<file path="src/design/diagrt_pkg.sv">
// Package for the diagnostic route table: sizes, command and status codes,
// the route entry layout and the default routes.
// No dependencies.
`timescale 1ns / 1ps
`default_nettype none

package diagrt_pkg;

	localparam int ROUTE_SLOTS          = 32;
	localparam int MESSAGE_BUFFER_BYTES = 256;

	localparam int IDX_W = $clog2(ROUTE_SLOTS);
	localparam int CNT_W = $clog2(ROUTE_SLOTS + 1);

	localparam int CMD_W = 3;
	localparam int LEN_W = 12;
	localparam int MATCH_W = 6;

	localparam logic [CMD_W-1:0] CMD_ADD     = 3'd0;
	localparam logic [CMD_W-1:0] CMD_REMOVE  = 3'd1;
	localparam logic [CMD_W-1:0] CMD_MESSAGE = 3'd2;
	localparam logic [CMD_W-1:0] CMD_DEINIT  = 3'd3;
	localparam logic [CMD_W-1:0] CMD_INIT    = 3'd4;

	localparam logic [1:0] ST_OK      = 2'd0;
	localparam logic [1:0] ST_ERROR   = 2'd1;
	localparam logic [1:0] ST_INVALID = 2'd2;

	localparam logic [15:0]      SERVICE_WILDCARD  = 16'hFFFF;
	localparam logic [LEN_W-1:0] MIN_MESSAGE_BYTES = LEN_W'(4);
	localparam logic [LEN_W-1:0] MSG_BUF_BYTES     = LEN_W'(MESSAGE_BUFFER_BYTES);
	localparam logic [7:0]       DEFAULT_SOURCE    = 8'h01;
	localparam int               DEFAULT_ROUTES    = 3;

	typedef struct packed {
		logic [15:0] service;
		logic [7:0]  target;
		logic [7:0]  source;
	} route_entry_t;

	localparam int ENTRY_W = $bits(route_entry_t);

	// Default routes: source 0x01, targets 0xF1..0xF3, wildcard service
	function automatic route_entry_t default_entry(input logic [1:0] idx);
		route_entry_t e;
		e.source  = DEFAULT_SOURCE;
		e.target  = 8'hF1 + {6'd0, idx};
		e.service = SERVICE_WILDCARD;
		return e;
	endfunction

endpackage

`default_nettype wire

</file>
<file path="src/design/diagrt_ram.sv">
// Generic single-port-write, single-port-read RAM with registered read data.
// No dependencies.
`timescale 1ns / 1ps
`default_nettype none

module diagrt_ram #(
	parameter int WIDTH = 32,
	parameter int DEPTH = 32
) (
	input  wire logic                     clk,
	input  wire logic                     we,
	input  wire logic [$clog2(DEPTH)-1:0] waddr,
	input  wire logic [WIDTH-1:0]         wdata,
	input  wire logic                     re,
	input  wire logic [$clog2(DEPTH)-1:0] raddr,
	output logic      [WIDTH-1:0]         rdata
);

	logic [WIDTH-1:0] mem_q [DEPTH];

	always_ff @(posedge clk) begin
		if (we) begin
			mem_q[waddr] <= wdata;
		end
		if (re) begin
			rdata <= mem_q[raddr];
		end
	end

endmodule

`default_nettype wire

</file>
<file path="src/design/diag_route_table_unit.sv">
// Route table for diagnostic messages: command decode, table scan and result register.
// Depends on diagrt_pkg and diagrt_ram.
//
// Usage: one command per slave-side transaction (s_tuser = command, s_tdata =
// source, target, service, length). Each command yields exactly one result
// transaction on the master side (status, match count, forwarded flag).
// Route entries sit in a synchronous RAM with registered read data; active
// bits, the route count and the ready flag are flip-flops.
// Add, remove and message walk the table one entry per cycle through the RAM
// read port, then pass their result to the result register; remove and
// duplicate add stop at the first hit. Deinit, init, unknown codes and commands
// rejected on their parameters skip the walk and go straight to the result
// register.
// s_tready is high while no command is in progress; the result register lets
// the next command start while the last result still waits.
// When the receiver stalls with a result pending, a finished command waits
// until the register frees up.
// Reset (asynchronous) restores the three default routes with no clearing
// pass: the first three slots read as defaults until they are rewritten.
`timescale 1ns / 1ps
`default_nettype none

module diag_route_table_unit (
	input  wire logic        clk,
	input  wire logic        arst_n,
	input  wire logic        s_tvalid,
	output logic             s_tready,
	input  wire logic [47:0] s_tdata,  // source[7:0], target[15:8], service[31:16], length[43:32]
	input  wire logic [2:0]  s_tuser,  // command[2:0]
	output logic             m_tvalid,
	input  wire logic        m_tready,
	output logic      [15:0] m_tdata   // status[1:0], match_count[7:2], forwarded[8]
);

	localparam logic [1:0] S_IDLE = 2'd0;
	localparam logic [1:0] S_SCAN = 2'd1;
	localparam logic [1:0] S_RESP = 2'd2;

	localparam int SLOTS = diagrt_pkg::ROUTE_SLOTS;
	localparam int IW    = diagrt_pkg::IDX_W;
	localparam int CW    = diagrt_pkg::CNT_W;
	localparam int MW    = diagrt_pkg::MATCH_W;
	localparam int LW    = diagrt_pkg::LEN_W;
	localparam int DEFN  = diagrt_pkg::DEFAULT_ROUTES;

	logic [1:0]  state_q;
	logic [2:0]  cmd_q;
	logic [7:0]  src_q;
	logic [7:0]  tgt_q;
	logic [15:0] svc_q;
	logic [LW-1:0] len_q;

	logic [SLOTS-1:0] active_q;
	logic [CW-1:0]    count_q;
	logic             ready_q;
	logic [DEFN-1:0]  preset_q;

	logic [CW-1:0] rd_idx_q;
	logic          vld_s1;
	logic [IW-1:0] idx_s1;
	logic          dflt_s1;
	logic [MW-1:0] match_cnt_q;

	logic [1:0]    res_status_q;
	logic [MW-1:0] res_match_q;
	logic          res_fwd_q;

	logic          m_tvalid_q;
	logic [15:0]   m_tdata_q;

	// incoming fields
	logic [2:0]    in_cmd;
	logic [7:0]    in_src;
	logic [7:0]    in_tgt;
	logic [15:0]   in_svc;
	logic [LW-1:0] in_len;

	assign in_cmd = s_tuser;
	assign in_src = s_tdata[7:0];
	assign in_tgt = s_tdata[15:8];
	assign in_svc = s_tdata[31:16];
	assign in_len = s_tdata[43:32];

	// RAM
	logic                      ram_we;
	logic                      ram_re;
	logic [diagrt_pkg::ENTRY_W-1:0] ram_rdata;
	diagrt_pkg::route_entry_t  wr_entry;

	// scan datapath
	diagrt_pkg::route_entry_t ent;
	logic in_scan;
	logic key_hit, add_hit, msg_hit, stop_hit, scan_end, issue;
	logic rd_dflt;
	logic load_out;
	logic table_full;

	assign in_scan    = (state_q == S_SCAN);
	assign table_full = (count_q >= CW'(SLOTS));

	assign ent = dflt_s1 ? diagrt_pkg::default_entry(idx_s1[1:0])
	                     : diagrt_pkg::route_entry_t'(ram_rdata);

	assign key_hit = (ent.source == src_q) && (ent.target == tgt_q);
	assign add_hit = key_hit && (ent.service == svc_q);
	assign msg_hit = active_q[idx_s1] && key_hit &&
	                 ((ent.service == diagrt_pkg::SERVICE_WILDCARD) ||
	                  (ent.service == {8'h00, svc_q[7:0]}));

	assign stop_hit = vld_s1 && (((cmd_q == diagrt_pkg::CMD_ADD) && add_hit) ||
	                             ((cmd_q == diagrt_pkg::CMD_REMOVE) && key_hit));
	assign scan_end = !vld_s1 && (rd_idx_q >= count_q);
	assign issue    = in_scan && (rd_idx_q < count_q) && !stop_hit;
	assign ram_re   = issue;

	// slots below DEFN read as defaults until rewritten after reset or init
	always_comb begin
		rd_dflt = 1'b0;
		for (int k = 0; k < DEFN; k++) begin
			if (rd_idx_q == CW'(k)) begin
				rd_dflt = preset_q[k];
			end
		end
	end

	assign ram_we = in_scan && scan_end && (cmd_q == diagrt_pkg::CMD_ADD) && !table_full;
	assign wr_entry.source  = src_q;
	assign wr_entry.target  = tgt_q;
	assign wr_entry.service = svc_q;

	diagrt_ram #(
		.WIDTH(diagrt_pkg::ENTRY_W),
		.DEPTH(SLOTS)
	) u_ram (
		.clk   (clk),
		.we    (ram_we),
		.waddr (count_q[IW-1:0]),
		.wdata (wr_entry),
		.re    (ram_re),
		.raddr (rd_idx_q[IW-1:0]),
		.rdata (ram_rdata)
	);

	assign s_tready = (state_q == S_IDLE);
	assign load_out = (state_q == S_RESP) && (!m_tvalid_q || m_tready);

	always_ff @(posedge clk or negedge arst_n) begin
		if (!arst_n) begin
			state_q      <= S_IDLE;
			cmd_q        <= '0;
			src_q        <= '0;
			tgt_q        <= '0;
			svc_q        <= '0;
			len_q        <= '0;
			active_q     <= SLOTS'((1 << DEFN) - 1);
			count_q      <= CW'(DEFN);
			ready_q      <= 1'b1;
			preset_q     <= '1;
			rd_idx_q     <= '0;
			vld_s1       <= 1'b0;
			idx_s1       <= '0;
			dflt_s1      <= 1'b0;
			match_cnt_q  <= '0;
			res_status_q <= diagrt_pkg::ST_OK;
			res_match_q  <= '0;
			res_fwd_q    <= 1'b0;
		end else begin
			case (state_q)
				S_IDLE: begin
					if (s_tvalid) begin
						cmd_q        <= in_cmd;
						src_q        <= in_src;
						tgt_q        <= in_tgt;
						svc_q        <= in_svc;
						len_q        <= in_len;
						rd_idx_q     <= '0;
						vld_s1       <= 1'b0;
						match_cnt_q  <= '0;
						res_match_q  <= '0;
						res_fwd_q    <= 1'b0;
						res_status_q <= diagrt_pkg::ST_ERROR;
						state_q      <= S_RESP;
						case (in_cmd)
							diagrt_pkg::CMD_ADD: begin
								if (ready_q && (in_src == 8'h00 || in_tgt == 8'h00)) begin
									res_status_q <= diagrt_pkg::ST_INVALID;
								end else if (ready_q) begin
									state_q <= S_SCAN;
								end
							end
							diagrt_pkg::CMD_REMOVE: begin
								if (ready_q) begin
									state_q <= S_SCAN;
								end
							end
							diagrt_pkg::CMD_MESSAGE: begin
								if (!ready_q || in_len == '0) begin
									res_status_q <= diagrt_pkg::ST_INVALID;
								end else if (in_src != 8'h00 && in_tgt != 8'h00 &&
								             in_len >= diagrt_pkg::MIN_MESSAGE_BYTES) begin
									state_q <= S_SCAN;
								end
							end
							diagrt_pkg::CMD_DEINIT: begin
								active_q     <= '0;
								count_q      <= '0;
								ready_q      <= 1'b0;
								res_status_q <= diagrt_pkg::ST_OK;
							end
							diagrt_pkg::CMD_INIT: begin
								if (!ready_q) begin
									active_q     <= SLOTS'((1 << DEFN) - 1);
									count_q      <= CW'(DEFN);
									preset_q     <= '1;
									ready_q      <= 1'b1;
									res_status_q <= diagrt_pkg::ST_OK;
								end
							end
							default: begin
								res_status_q <= diagrt_pkg::ST_ERROR;
							end
						endcase
					end
				end

				S_SCAN: begin
					vld_s1  <= issue;
					idx_s1  <= rd_idx_q[IW-1:0];
					dflt_s1 <= rd_dflt;
					if (issue) begin
						rd_idx_q <= rd_idx_q + CW'(1);
					end
					if (vld_s1 && (cmd_q == diagrt_pkg::CMD_MESSAGE) && msg_hit &&
					    match_cnt_q != '1) begin
						match_cnt_q <= match_cnt_q + MW'(1);
					end
					if (stop_hit) begin
						// add: duplicate found; remove: retire first match
						res_status_q <= diagrt_pkg::ST_OK;
						if (cmd_q == diagrt_pkg::CMD_REMOVE) begin
							active_q[idx_s1] <= 1'b0;
							if ({1'b0, idx_s1} + CW'(1) == count_q) begin
								count_q <= count_q - CW'(1);
							end
						end
						state_q <= S_RESP;
					end else if (scan_end) begin
						state_q <= S_RESP;
						case (cmd_q)
							diagrt_pkg::CMD_ADD: begin
								if (table_full) begin
									res_status_q <= diagrt_pkg::ST_ERROR;
								end else begin
									res_status_q      <= diagrt_pkg::ST_OK;
									active_q[count_q[IW-1:0]] <= 1'b1;
									count_q           <= count_q + CW'(1);
									for (int k = 0; k < DEFN; k++) begin
										if (count_q == CW'(k)) begin
											preset_q[k] <= 1'b0;
										end
									end
								end
							end
							diagrt_pkg::CMD_MESSAGE: begin
								res_match_q  <= match_cnt_q;
								res_status_q <= (match_cnt_q != '0) ? diagrt_pkg::ST_OK
								                                    : diagrt_pkg::ST_ERROR;
								res_fwd_q    <= (match_cnt_q != '0) &&
								                (len_q <= diagrt_pkg::MSG_BUF_BYTES);
							end
							default: begin
								res_status_q <= diagrt_pkg::ST_ERROR;
							end
						endcase
					end
				end

				S_RESP: begin
					if (load_out) begin
						state_q <= S_IDLE;
					end
				end

				default: begin
					state_q <= S_IDLE;
				end
			endcase
		end
	end

	// result register
	always_ff @(posedge clk or negedge arst_n) begin
		if (!arst_n) begin
			m_tvalid_q <= 1'b0;
			m_tdata_q  <= '0;
		end else if (load_out) begin
			m_tvalid_q <= 1'b1;
			m_tdata_q  <= {7'd0, res_fwd_q, res_match_q, res_status_q};
		end else if (m_tready) begin
			m_tvalid_q <= 1'b0;
		end
	end

	assign m_tvalid = m_tvalid_q;
	assign m_tdata  = m_tdata_q;

	a_count_range: assert property (@(posedge clk) disable iff (!arst_n)
		count_q <= CW'(SLOTS))
		else $error("route count beyond table size");

	a_accept_busy: assert property (@(posedge clk) disable iff (!arst_n)
		s_tvalid && s_tready |=> state_q != S_IDLE)
		else $error("accepted transaction did not start a command");

	a_write_room: assert property (@(posedge clk) disable iff (!arst_n)
		ram_we |-> !table_full && !vld_s1 && !ram_re)
		else $error("table write with no room or during a read");

	a_read_in_scan: assert property (@(posedge clk) disable iff (!arst_n)
		vld_s1 |-> $past(ram_re) && state_q == S_SCAN)
		else $error("entry evaluated without a matching read");

endmodule

`default_nettype wire
</file>
<file path="config.mk">
export PLATFORM = sky130hd
export DESIGN_NAME = diag_route_table_unit
export DESIGN_NICKNAME = d
export VERILOG_FILES = /design/src/design/diagrt_pkg.sv /design/src/design/diagrt_ram.sv /design/src/design/diag_route_table_unit.sv
export SDC_FILE = /design/constraint.sdc
export NUM_CORES = 1
export LEC_CHECK = 0
export BUFFER_PORTS_ARGS = -buffer_cell sky130_fd_sc_hd__buf_4
export CORE_ASPECT_RATIO = 0.9
export CORE_UTILIZATION = 55
export CTS_BUF_LIST = sky130_fd_sc_hd__clkbuf_2
export DETAILED_ROUTE_END_ITERATION = 7
export HOLD_SLACK_MARGIN = 0.15
export PLACE_DENSITY = 0.76
export SYNTH_ARGS = -nofsm -noshare
export SYNTH_HDL_FRONTEND = slang
export SYNTH_SLANG_ARGS = --single-unit
export TNS_END_PERCENT = 100
</file>
<file path="constraint.sdc">
create_clock -name clk -period 7.7 [get_ports clk]
set_input_delay 0 -clock clk [delete_from_list [all_inputs] [get_ports clk]]
set_output_delay 0 -clock clk [all_outputs]
set_load 0.1 [all_outputs]
</file>
# Yosys cells after proc, flatten, opt, wreduce, memory -nomap -nowiden
# Memories as Yosys holds them, arrays and structs flattened. A register that Yosys moved wholly into a read port is not among the register bits.
# Index checks and enable logic that the tools add are counted.
# word_totals
regBits	129
mem_bits_rw	1024
inputBits	55
out_inout_bits	18
word_cells	222
memories	1
# classes
n_addsub	6
order_cmp	9
eq_ne	40
muxes	81
n_bitwise	3
n_reduce_logical	60
# mem_list
memory	depth	width	read_ports	rd_clocked_by_memory_dff	write_ports	line	text
u_ram.mem_q	32	32	1	1	1	diagrt_ram.sv:19	logic [WIDTH-1:0] mem_q [DEPTH];
# ops
cell	count
two-way mux 32 bit	8
case mux 32 bit (2 select lines)	2
two-way mux 6 bit	14
case mux 6 bit (2 select lines)	5
AND reduction 9 bit	4
AND 32 bit	1
NOT 32 bit	1
OR 32 bit	1
two-way mux 2 bit	13
logical AND 1 bit	23
two-way mux 3 bit	7
two-way mux 1 bit	20
adder 6 x 1 -> 6 bit, second input constant	3
!= test 2 x 1 -> 1 bit, second input constant	9
== test 16 bit	1
== test 16 bit, second input constant	1
== test 16 x 8 -> 1 bit	1
== test 8 bit	2
zero test 8 bit	2
nonzero test 8 bit	2
AND reduction 3 bit	5
== test 6 x 1 -> 1 bit, second input constant	2
== test 6 x 2 -> 1 bit, second input constant	2
greater-or-equal comparator 12 x 3 -> 1 bit, second input constant	1
other kinds (38)	69

# Longest topological paths before layout
# Gate-level depths: netlist (run 1).
# logic_depth
ltp_word	12
depth_mapped	16

# By module
# Synthesis (run 1) repeated with hierarchy kept, for this count alone.
# hier_totals
cells_unflattened	3198
area_unflattened_um2	48666.7
# modules_own_cells
mod	instances	cells_per_inst	area_per_inst_um2	seq_area_each_um2
diagrt_ram	1	2260	40812.9	31710.4
diag_route_table_unit	1	938	7853.8	3239.4

# Worst setup path after synthesis (run 1)
# OpenSTA, ideal clock, no wires.
# synth_path
path_type	reg2reg
startpoint	reg rd_idx_q[0]
endpoint	mem u_ram.mem_q[26][0] (enable)
setup_ns	0.423
t_arrival_ns	4.521
t_required_ns	7.277
slack_ns	2.757
path_stages_with_launch	12
synth_period_minus_slack_ns	4.943
path_cell_list	dfrtp_1 > clkbuf_1 > clkbuf_1 > clkbuf_1 > inv_1 > ha_1 > o21ai_0 > a21oi_1 > o21bai_1 > nor4b_1 > nand2_1 > nor2_1
# synth_between
elab_chain_len	7
# synth_lines
item	line	text
start: declaration	diag_route_table_unit.sv:58	logic [CW-1:0] rd_idx_q;
start signal: assignment	diag_route_table_unit.sv:231	rd_idx_q <= rd_idx_q + CW'(1);
greater-or-equal comparator 6 bit	diag_route_table_unit.sv:112	assign scan_end = !vld_s1 && (rd_idx_q >= count_q);
logical AND 1 bit	diag_route_table_unit.sv:112	
logical AND 1 bit (3 in series)	diag_route_table_unit.sv:126	assign ram_we = in_scan && scan_end && (cmd_q == diagrt_pkg::CMD_ADD) && !table_full;
two-way mux 1 bit	diagrt_ram.sv:22	if (we) begin
two-way mux 1 bit (not written as such)	diagrt_ram.sv:23	mem_q[waddr] <= wdata;
end: declaration	diagrt_ram.sv:19	
# No other way between the ends.

# Worst setup path after layout (run 1)
# layout_path
startpoint	reg svc_q[11]
endpoint	reg state_q[1]
# layout_between
elab_chain_len	7
# layout_lines
item	line	text
start: declaration	diag_route_table_unit.sv:50	logic [15:0] svc_q;
start signal: assignment	diag_route_table_unit.sv:174	svc_q <= in_svc;
== test 16 bit (*)	diag_route_table_unit.sv:105	assign add_hit = key_hit && (ent.service == svc_q);
logical AND 1 bit (*)	diag_route_table_unit.sv:105	
logical AND 1 bit (*)	diag_route_table_unit.sv:110	assign stop_hit = vld_s1 && (((cmd_q == diagrt_pkg::CMD_ADD) && add_hit) ||
logical OR 1 bit (*)	diag_route_table_unit.sv:110	
logical AND 1 bit (*)	diag_route_table_unit.sv:110	
!= test 3 x 1 -> 1 bit (no source line) / two-way mux 2 bit (equally long branches)	n/a	
AND reduction 3 bit (no source line) / case mux 2 bit (3 select lines) (equally long branches)	n/a	
end signal: assignment	diag_route_table_unit.sv:149	state_q <= S_IDLE;
end signal: assignment	diag_route_table_unit.sv:182	state_q <= S_RESP;
end signal: assignment	diag_route_table_unit.sv:188	state_q <= S_SCAN;
end: declaration	diag_route_table_unit.sv:46	logic [1:0] state_q;
# Mark *: on every way between the ends. The rest lies on a longest branch, timed or not.
# A chain may end at the register's enable or synchronous reset.

==> flow_metrics.py, run 1 <==
metrics = {
    "hold_path": {
        "hold_path_class": "in -> reg",
        "min_from": "s_tdata[11]",
        "worst_hold_path.endpoint": "res_status_q[1]$_DFFE_PN0P_",
        "hold_depth": 10,
    },
    "layout": {
        "mostFrequentLayoutCells": "edfxtp_1, clkbuf_2, mux4_2",
        "layout_commonest_cell": "edfxtp_1",
        "post-route-cell-area_sq_um": 54100,
        "syn2layout_area_growth_pct": 14.2,
        "fillers": 5626,
        "fin_util_pct": 63.8,
        "final_nets": 3003,
        "final_layout_size_suffix_gt1_share_pct": 32.2,
    },
    "critical_path": {
        "crit_required_ns": 9.08,
        "start_kind": "register",
        "reg2reg_to": "state_q[1]$_DFFE_PN0P_",
        "crit_arrival_ns": 6.88,
        "r2r-start": "svc_q[11]$_DFFE_PN0P_",
        "ff2ff_path_depth": 11,
        "crit_path_end_kind": "register",
        "crit_fanout": 37,
        "ff2ff_setup_slack_ns": 2.20,
        "path_class": "reg -> reg",
    },
    "placed_design": {
        "place_ws_ns": 2.82,
        "gp_congestion": 0.890,
        "place_hpwl_mm": 63.1,
        "io_buffers": 61,
        "place_area_sq_um": 49500,
    },
    "sta": {
        "setup_ws_ns": 2.20,
        "tns_ns": 0,
        "hold_viol": 0,
        "slew_violations": 0,
        "max-slew-margin-rel_pct": 12.7,
        "tightest_slew_ns": 1.31,
        "fin_worst_skew_ns": 0.173,
        "rsz0062_at_grt": "no",
        "finalCritPeriodShare_pct": 71.4,
        "fmax_mhz": 182,
        "period_minus_slack_ns": 5.50,
        "setup_violations": 0,
    },
    "clock_tree": {
        "clock_path_buffers": 4,
        "clkTransAtPathRegs_ns": 0.12,
        "cts.sinks": 1185,
        "clock_latency_ns": 1.47,
        "cts_tree": "done",
        "cts_max_level": 5,
        "cts_inserted_buffers": 294,
        "root_buffer": "clkbuf_2",
    },
    "global_route": {
        "globalRoute.totalOverflow": 0,
        "grt_pass1_wl_mm": 182,
        "grt_pass1_vias": 28000,
        "grt.total_usage_pct": 28.9,
        "grt_max_degree": 97,
        "antenna_found_initial": 6,
    },
    "detailed_routing": {
        "routedWlPerCell_um": 29.0,
        "wirelength_mm": 124,
        "drtIter0Drc": 3714,
        "dr.pass1.iters": 8,
        "vias": 27400,
        "viasPerCell": 6.39,
        "drcViolationCount": 0,
        "drtAntennaViolNets": 0,
    },
    "die": {
        "die-height_um": 280,
        "core_sq_um": 84800,
        "die_area_sq_um": 87300,
        "fp.dieW_um": 311,
        "start_util_pct": 55.8,
        "fp-row-count": 101,
        "io_pins": 73,
    },
    "synthesis": {
        "ys_ff_latch": 1185,
        "synth_area_sq_um": 47300,
        "synthCells": 2431,
        "synthTopCellsByArea": "edfxtp_1, mux4_2, dfrtp_1",
        "synth_edf_count": 1056,
        "synth_cell_types": 66,
        "seq_area_frac_synth_pct": 73.8,
        "synth_top_area_share_pct": 67.0,
        "syn_avg_cell_area_sq_um": 19.5,
        "ys.flop_type": "edfxtp_1",
        "synth_warnings": 0,
        "synth_top_area_cell": "edfxtp_1",
        "ys_async_sr_fraction_pct": 10.9,
    },
    "pwr": {
        "powerDensity_nw_per_um2": 310,
        "ir_drop_mv": 0.176,
        "leakage_nw": 18.1,
        "finalPower_mw": 16.8,
    },
    "status": {
        "status": "finished, final reports clean",
    },
    "run": {
        "max_cap_viol_count": 0,
    },
}
-- synth_stat cells, types with 4 or more instances --
| master | number |
|---|---|
| nor4_1 | 20 |
| or3_1 | 10 |
| o21ai_0 | 64 |
| or2_2 | 4 |
| clkbuf_1 | 95 |
| xnor2_1 | 13 |
| buf_1 | 23 |
| a21oi_1 | 57 |
| o41ai_1 | 6 |
| a31oi_1 | 29 |
| and2_1 | 5 |
| nand2b_1 | 19 |
| nand3_1 | 32 |
| ha_1 | 20 |
| buf_4 | 10 |
| mux4_2 | 329 |
| o22ai_1 | 6 |
| mux2i_1 | 8 |
| a211oi_1 | 8 |
| nand2_1 | 215 |
| xor2_1 | 9 |
| a41oi_1 | 4 |
| o31ai_1 | 4 |
| a2bb2oi_1 | 4 |
| nor2_1 | 79 |
| and3_1 | 11 |
| dfrtp_1 | 120 |
| a311oi_1 | 4 |
| edfxtp_1 | 1056 |
| buf_2 | 7 |
| mux2_2 | 38 |
| nor4b_1 | 4 |
| nor3_1 | 15 |
| dfstp_2 | 9 |
| inv_1 | 38 |
| nand4_1 | 5 |
| nor2b_1 | 5 |
| a21o_1 | 4 |
-- where the power goes --
part / switching (mW) / internal (mW)
Combinational: 2.07 / 1.77
Sequential: 0.767 / 8.05
Clock: 2.48 / 1.64
Total: 5.32 / 11.5
-- cell type report --
| cell class | instances | area [sq um] | area share [%] |
|---|---|---|---|
| tap | 1133 | 1420 | 2.62 |
| timing repair buffer | 330 | 3020 | 5.58 |
| inverter | 39 | 146 | 0.271 |
| sequential | 1185 | 35000 | 64.7 |
| antenna | 6 | 15.0 | 0.0278 |
| clock inverter | 71 | 385 | 0.713 |
| multi-input combinational | 1078 | 11900 | 22.1 |
| clock buffer | 437 | 2190 | 4.04 |
-- sequential cells by signal, summed over array words and instances, names as in the netlist, 8 cells and up --
register,cells
u_ram.mem_q,1024
active_q,32
u_ram.rdata,32
svc_q,16
len_q,12
m_tdata,9
src_q,8
tgt_q,8
-- cells by family after synthesis --
group	share of synthesized area, %
and+or+nand+nor	4.14
adders and majority gates	0.529
AOI/OAI and AO/OA	2.89
DFF	73.8
xor gates and xnor gates	0.407
muxes	16.7
buffers and inverters	1.48
other	0.00792
-- critical path, stage by stage (launching register included) --
cell and delay [ns]:
dfrtp_1 1.20, xor2_1 0.16, o41ai_1 0.33, o22ai_1 0.14
nor4b_1 0.61, a22oi_1 0.42, nand2b_1 0.41, a311oi_1 0.67
o21ai_0 0.22, dlygate4sd3_1 0.62, o21ai_0 0.07, dlygate4sd3_1 0.56
-- per-stage QoR --
stage / std cells / hold WS [ns]
floorplan: 2437 / -0.296
global placement: 3563 / 0.0303
detailed placement: 3563 / 0.0527
CTS: 4273 / 0.160
global route: 4279 / 0.305
finish: 4279 / 0.295
-- metal layers --
| metal | vias up | track usage [%] | part of all wire, % |
|---|---|---|---|
| li1 | 11100 | - | - |
| met4 | 2 | 12.8 | 3.6 |
| met2 | 1988 | 45.7 | 48 |
| met5 | - | 0 | 0.010 |
| met3 | 334 | 6.69 | 11 |
| met1 | 14000 | 39.0 | 37 |
-- worst max-delay path by stage --
stage                             from                      endpoint  slack [ns]  cells after the start
5_1_grt          svc_q[11]$_DFFE_PN0P_        state_q[1]$_DFFE_PN0P_        2.06                     11
2_1_floorplan  rd_idx_q[0]$_DFFE_PN0P_  u_ram.mem_q[26][0]$_DFFE_PP_        2.76                     11
4_1_cts          svc_q[11]$_DFFE_PN0P_        state_q[1]$_DFFE_PN0P_        2.42                     11
3_3_place_gp     idx_s1[1]$_DFFE_PN0P_        count_q[2]$_DFFE_PN0P_        2.92                     11
3_5_place_dp   rd_idx_q[0]$_DFFE_PN0P_  u_ram.mem_q[30][6]$_DFFE_PP_        2.82                     10
6_report         svc_q[11]$_DFFE_PN0P_        state_q[1]$_DFFE_PN0P_        2.20                     11
-- timing repair --
action,CTS,global route
hold buffers,202,0
hold endpoints to repair,284,0
buffers inserted,0,0
gates resized for setup,0,0
Power figures use the tool's default switching activity.
==> run 2: changes to the inputs <==
clock period = 5.4 ns   (was 7.7 ns; I/O delays follow)
==> run 2 against run 1 <==
Core utilization grew 0.27 points; fmax up 7.4%; first-iteration DRC count up 2.0%; critical endpoint unchanged; highest routed layer is now met4.
==> flow_metrics.py, run 2 (synthesized netlist as in run 1, its figures left out) <==
metrics = {
    "status": {
        "status": "finished, final reports clean",
    },
    "die": {
        "core_sq_um": 84800,
        "fp.dieW_um": 311,
        "io_pins": 73,
        "start_util_pct": 55.8,
        "die-height_um": 280,
        "die_area_sq_um": 87300,
        "fp-row-count": 101,
    },
    "critical_path": {
        "crit_path_max_incr_delay_ns": 1.26,
        "crit_path_end_kind": "register",
        "crit_fanout": 36,
        "start_kind": "register",
        "crit_required_ns": 6.74,
        "path_cells": "nor4bb_1 -> a31oi_1 -> o32a_1 -> nor4_1 -> nand2b_1 -> a311oi_1 -> o21ai_0 -> dlygate4sd3_1 -> o21ai_0 -> dlygate4sd3_1",
        "crit_arrival_ns": 6.46,
        "ff2ff_path_depth": 10,
        "ff2ff_setup_slack_ns": 0.28,
        "path_class": "reg -> reg",
        "crit_slowest_cell": "dfrtp_1",
        "reg2reg_to": "state_q[1]$_DFFE_PN0P_",
        "r2r-start": "src_q[3]$_DFFE_PN0P_",
    },
    "pwr": {
        "leakage_nw": 18.2,
        "ir_drop_mv": 0.390,
        "powerDensity_nw_per_um2": 440,
    },
    "hold_path": {
        "min_from": "m_tready",
        "hold_depth": 7,
        "hold_path_class": "in -> reg",
        "worst_hold_path.endpoint": "m_tdata[3]$_DFFE_PN0P_",
    },
    "sta": {
        "rsz0062_at_grt": "no",
        "tns_ns": 0,
        "max-slew-margin-rel_pct": 9.30,
        "period_minus_slack_ns": 5.12,
        "tightest_slew_ns": 1.36,
        "setup_violations": 0,
        "fmax_mhz": 195,
        "finalCritPeriodShare_pct": 94.8,
        "hold_viol": 0,
        "worst_hold_slack_ns": 0.461,
        "slew_violations": 0,
        "fin_worst_skew_ns": 0.167,
    },
    "layout": {
        "layout_commonest_cell": "edfxtp_1",
        "largest_reg_flops": 1024,
        "final_nets": 3029,
        "syn2layout_area_growth_pct": 14.7,
        "reg_top3": "u_ram.mem_q x1024, active_q x32, u_ram.rdata x32",
        "mostFrequentLayoutCells": "edfxtp_1, clkbuf_2, mux4_2",
        "final_layout_size_suffix_gt1_share_pct": 32.6,
        "top_register": "u_ram.mem_q",
    },
    "global_route": {
        "antenna_found_initial": 4,
        "grt_max_degree": 109,
        "grt.total_usage_pct": 27.7,
        "globalRoute.totalOverflow": 0,
        "grt_pass1_wl_mm": 175,
        "grt_pass1_vias": 27800,
    },
    "clock_tree": {
        "cts_setup_buffers": 0,
        "cts_inserted_buffers": 297,
        "root_buffer": "clkbuf_2",
        "cts_max_level": 5,
        "cts_tree": "done",
        "clock_latency_ns": 1.48,
        "clkTransAtPathRegs_ns": 0.11,
        "clock_path_buffers": 4,
        "cts.sinks": 1185,
    },
    "detailed_routing": {
        "routedWlPerCell_um": 27.7,
        "drcViolationCount": 0,
        "drtIter0Drc": 3789,
        "wirelength_mm": 119,
        "vias": 27200,
        "viasPerCell": 6.32,
        "drtAntennaViolNets": 0,
        "dr.pass1.iters": 6,
    },
    "run": {
        "max_cap_viol_count": 0,
    },
    "placed_design": {
        "place_hpwl_mm": 64.3,
        "io_buffers": 61,
        "gp_congestion": 0.887,
    },
}
## run 2: timing repair
action                     4_1_cts  5_1_grt
hold buffers                   201        0
hold endpoints to repair       284        0
resized for setup                0        7
setup endpoints to repair        0        1
## run 2: how the worst max path moves through the flow
stage	start	to	slack [ns]
final	src_q[3]$_DFFE_PN0P_	state_q[1]$_DFFE_PN0P_	0.28
after detailed placement	svc_q[11]$_DFFE_PN0P_	active_q[23]$_DFFE_PN0P_	0.96
after global placement	svc_q[15]$_DFFE_PN0P_	active_q[16]$_DFFE_PN0P_	1.14
after floorplan	rd_idx_q[0]$_DFFE_PN0P_	u_ram.mem_q[26][0]$_DFFE_PP_	0.46
after global routing	src_q[3]$_DFFE_PN0P_	state_q[1]$_DFFE_PN0P_	0.007
after CTS	svc_q[11]$_DFFE_PN0P_	state_q[1]$_DFFE_PN0P_	0.17
## run 2: cell type report
cell class              count  area [sq um]
diodes                     10          25.0
clock buffers             432          2160
clock inverters            67           387
fillers                  5572         30500
inverters                  39           146
multi-input cells        1078         12000
flip-flops and latches   1185         35000
well taps                1133          1420
repair buffers            353          3250
## run 2: metal layers
| metal | vias to the layer above | share of wire (%) | GRT usage, % | wire length (um) |
|---|---|---|---|---|
| li1 | 11100 | - | - | - |
| met1 | 13800 | 37 | 37.3 | 44400 |
| met2 | 1905 | 48 | 42.7 | 56800 |
| met3 | 381 | 11 | 6.61 | 12600 |
| met4 | 0 | 4.3 | 13.9 | 5120 |
| met5 | - | 0 | 0 | 0 |
## run 2: power breakdown
group          internal [mW]  leakage [nW]  switching [mW]  total, mW
logic                   2.53          4.96            2.98       5.52
registers               11.5          11.2            1.09       12.6
clock network           2.35          1.98            3.49       5.84
## run 2: critical path: cells and delay by family (launching register included)
| family | cells | cell delay (ns) |
|---|---|---|
| simple gates | 3 | 1.30 |
| flops | 1 | 1.26 |
| compound gates | 5 | 1.25 |
| buf+inv | 2 | 1.18 |
## run 2: through the flow
stage          total power, mW  cells  utilization, %  setup WS, ns  instance area [sq um]
2_1_floorplan             15.9   2437               -         0.457                  47400
3_3_place_gp              17.4   3587            58.6          1.14                  49700
3_5_place_dp              17.7   3587            58.6         0.958                  49700
4_1_cts                   23.8   4287            64.0         0.174                  54300
5_1_grt                   24.9   4292            64.0       0.00734                  54300
6_report                  23.9   4297            64.1         0.281                  54300
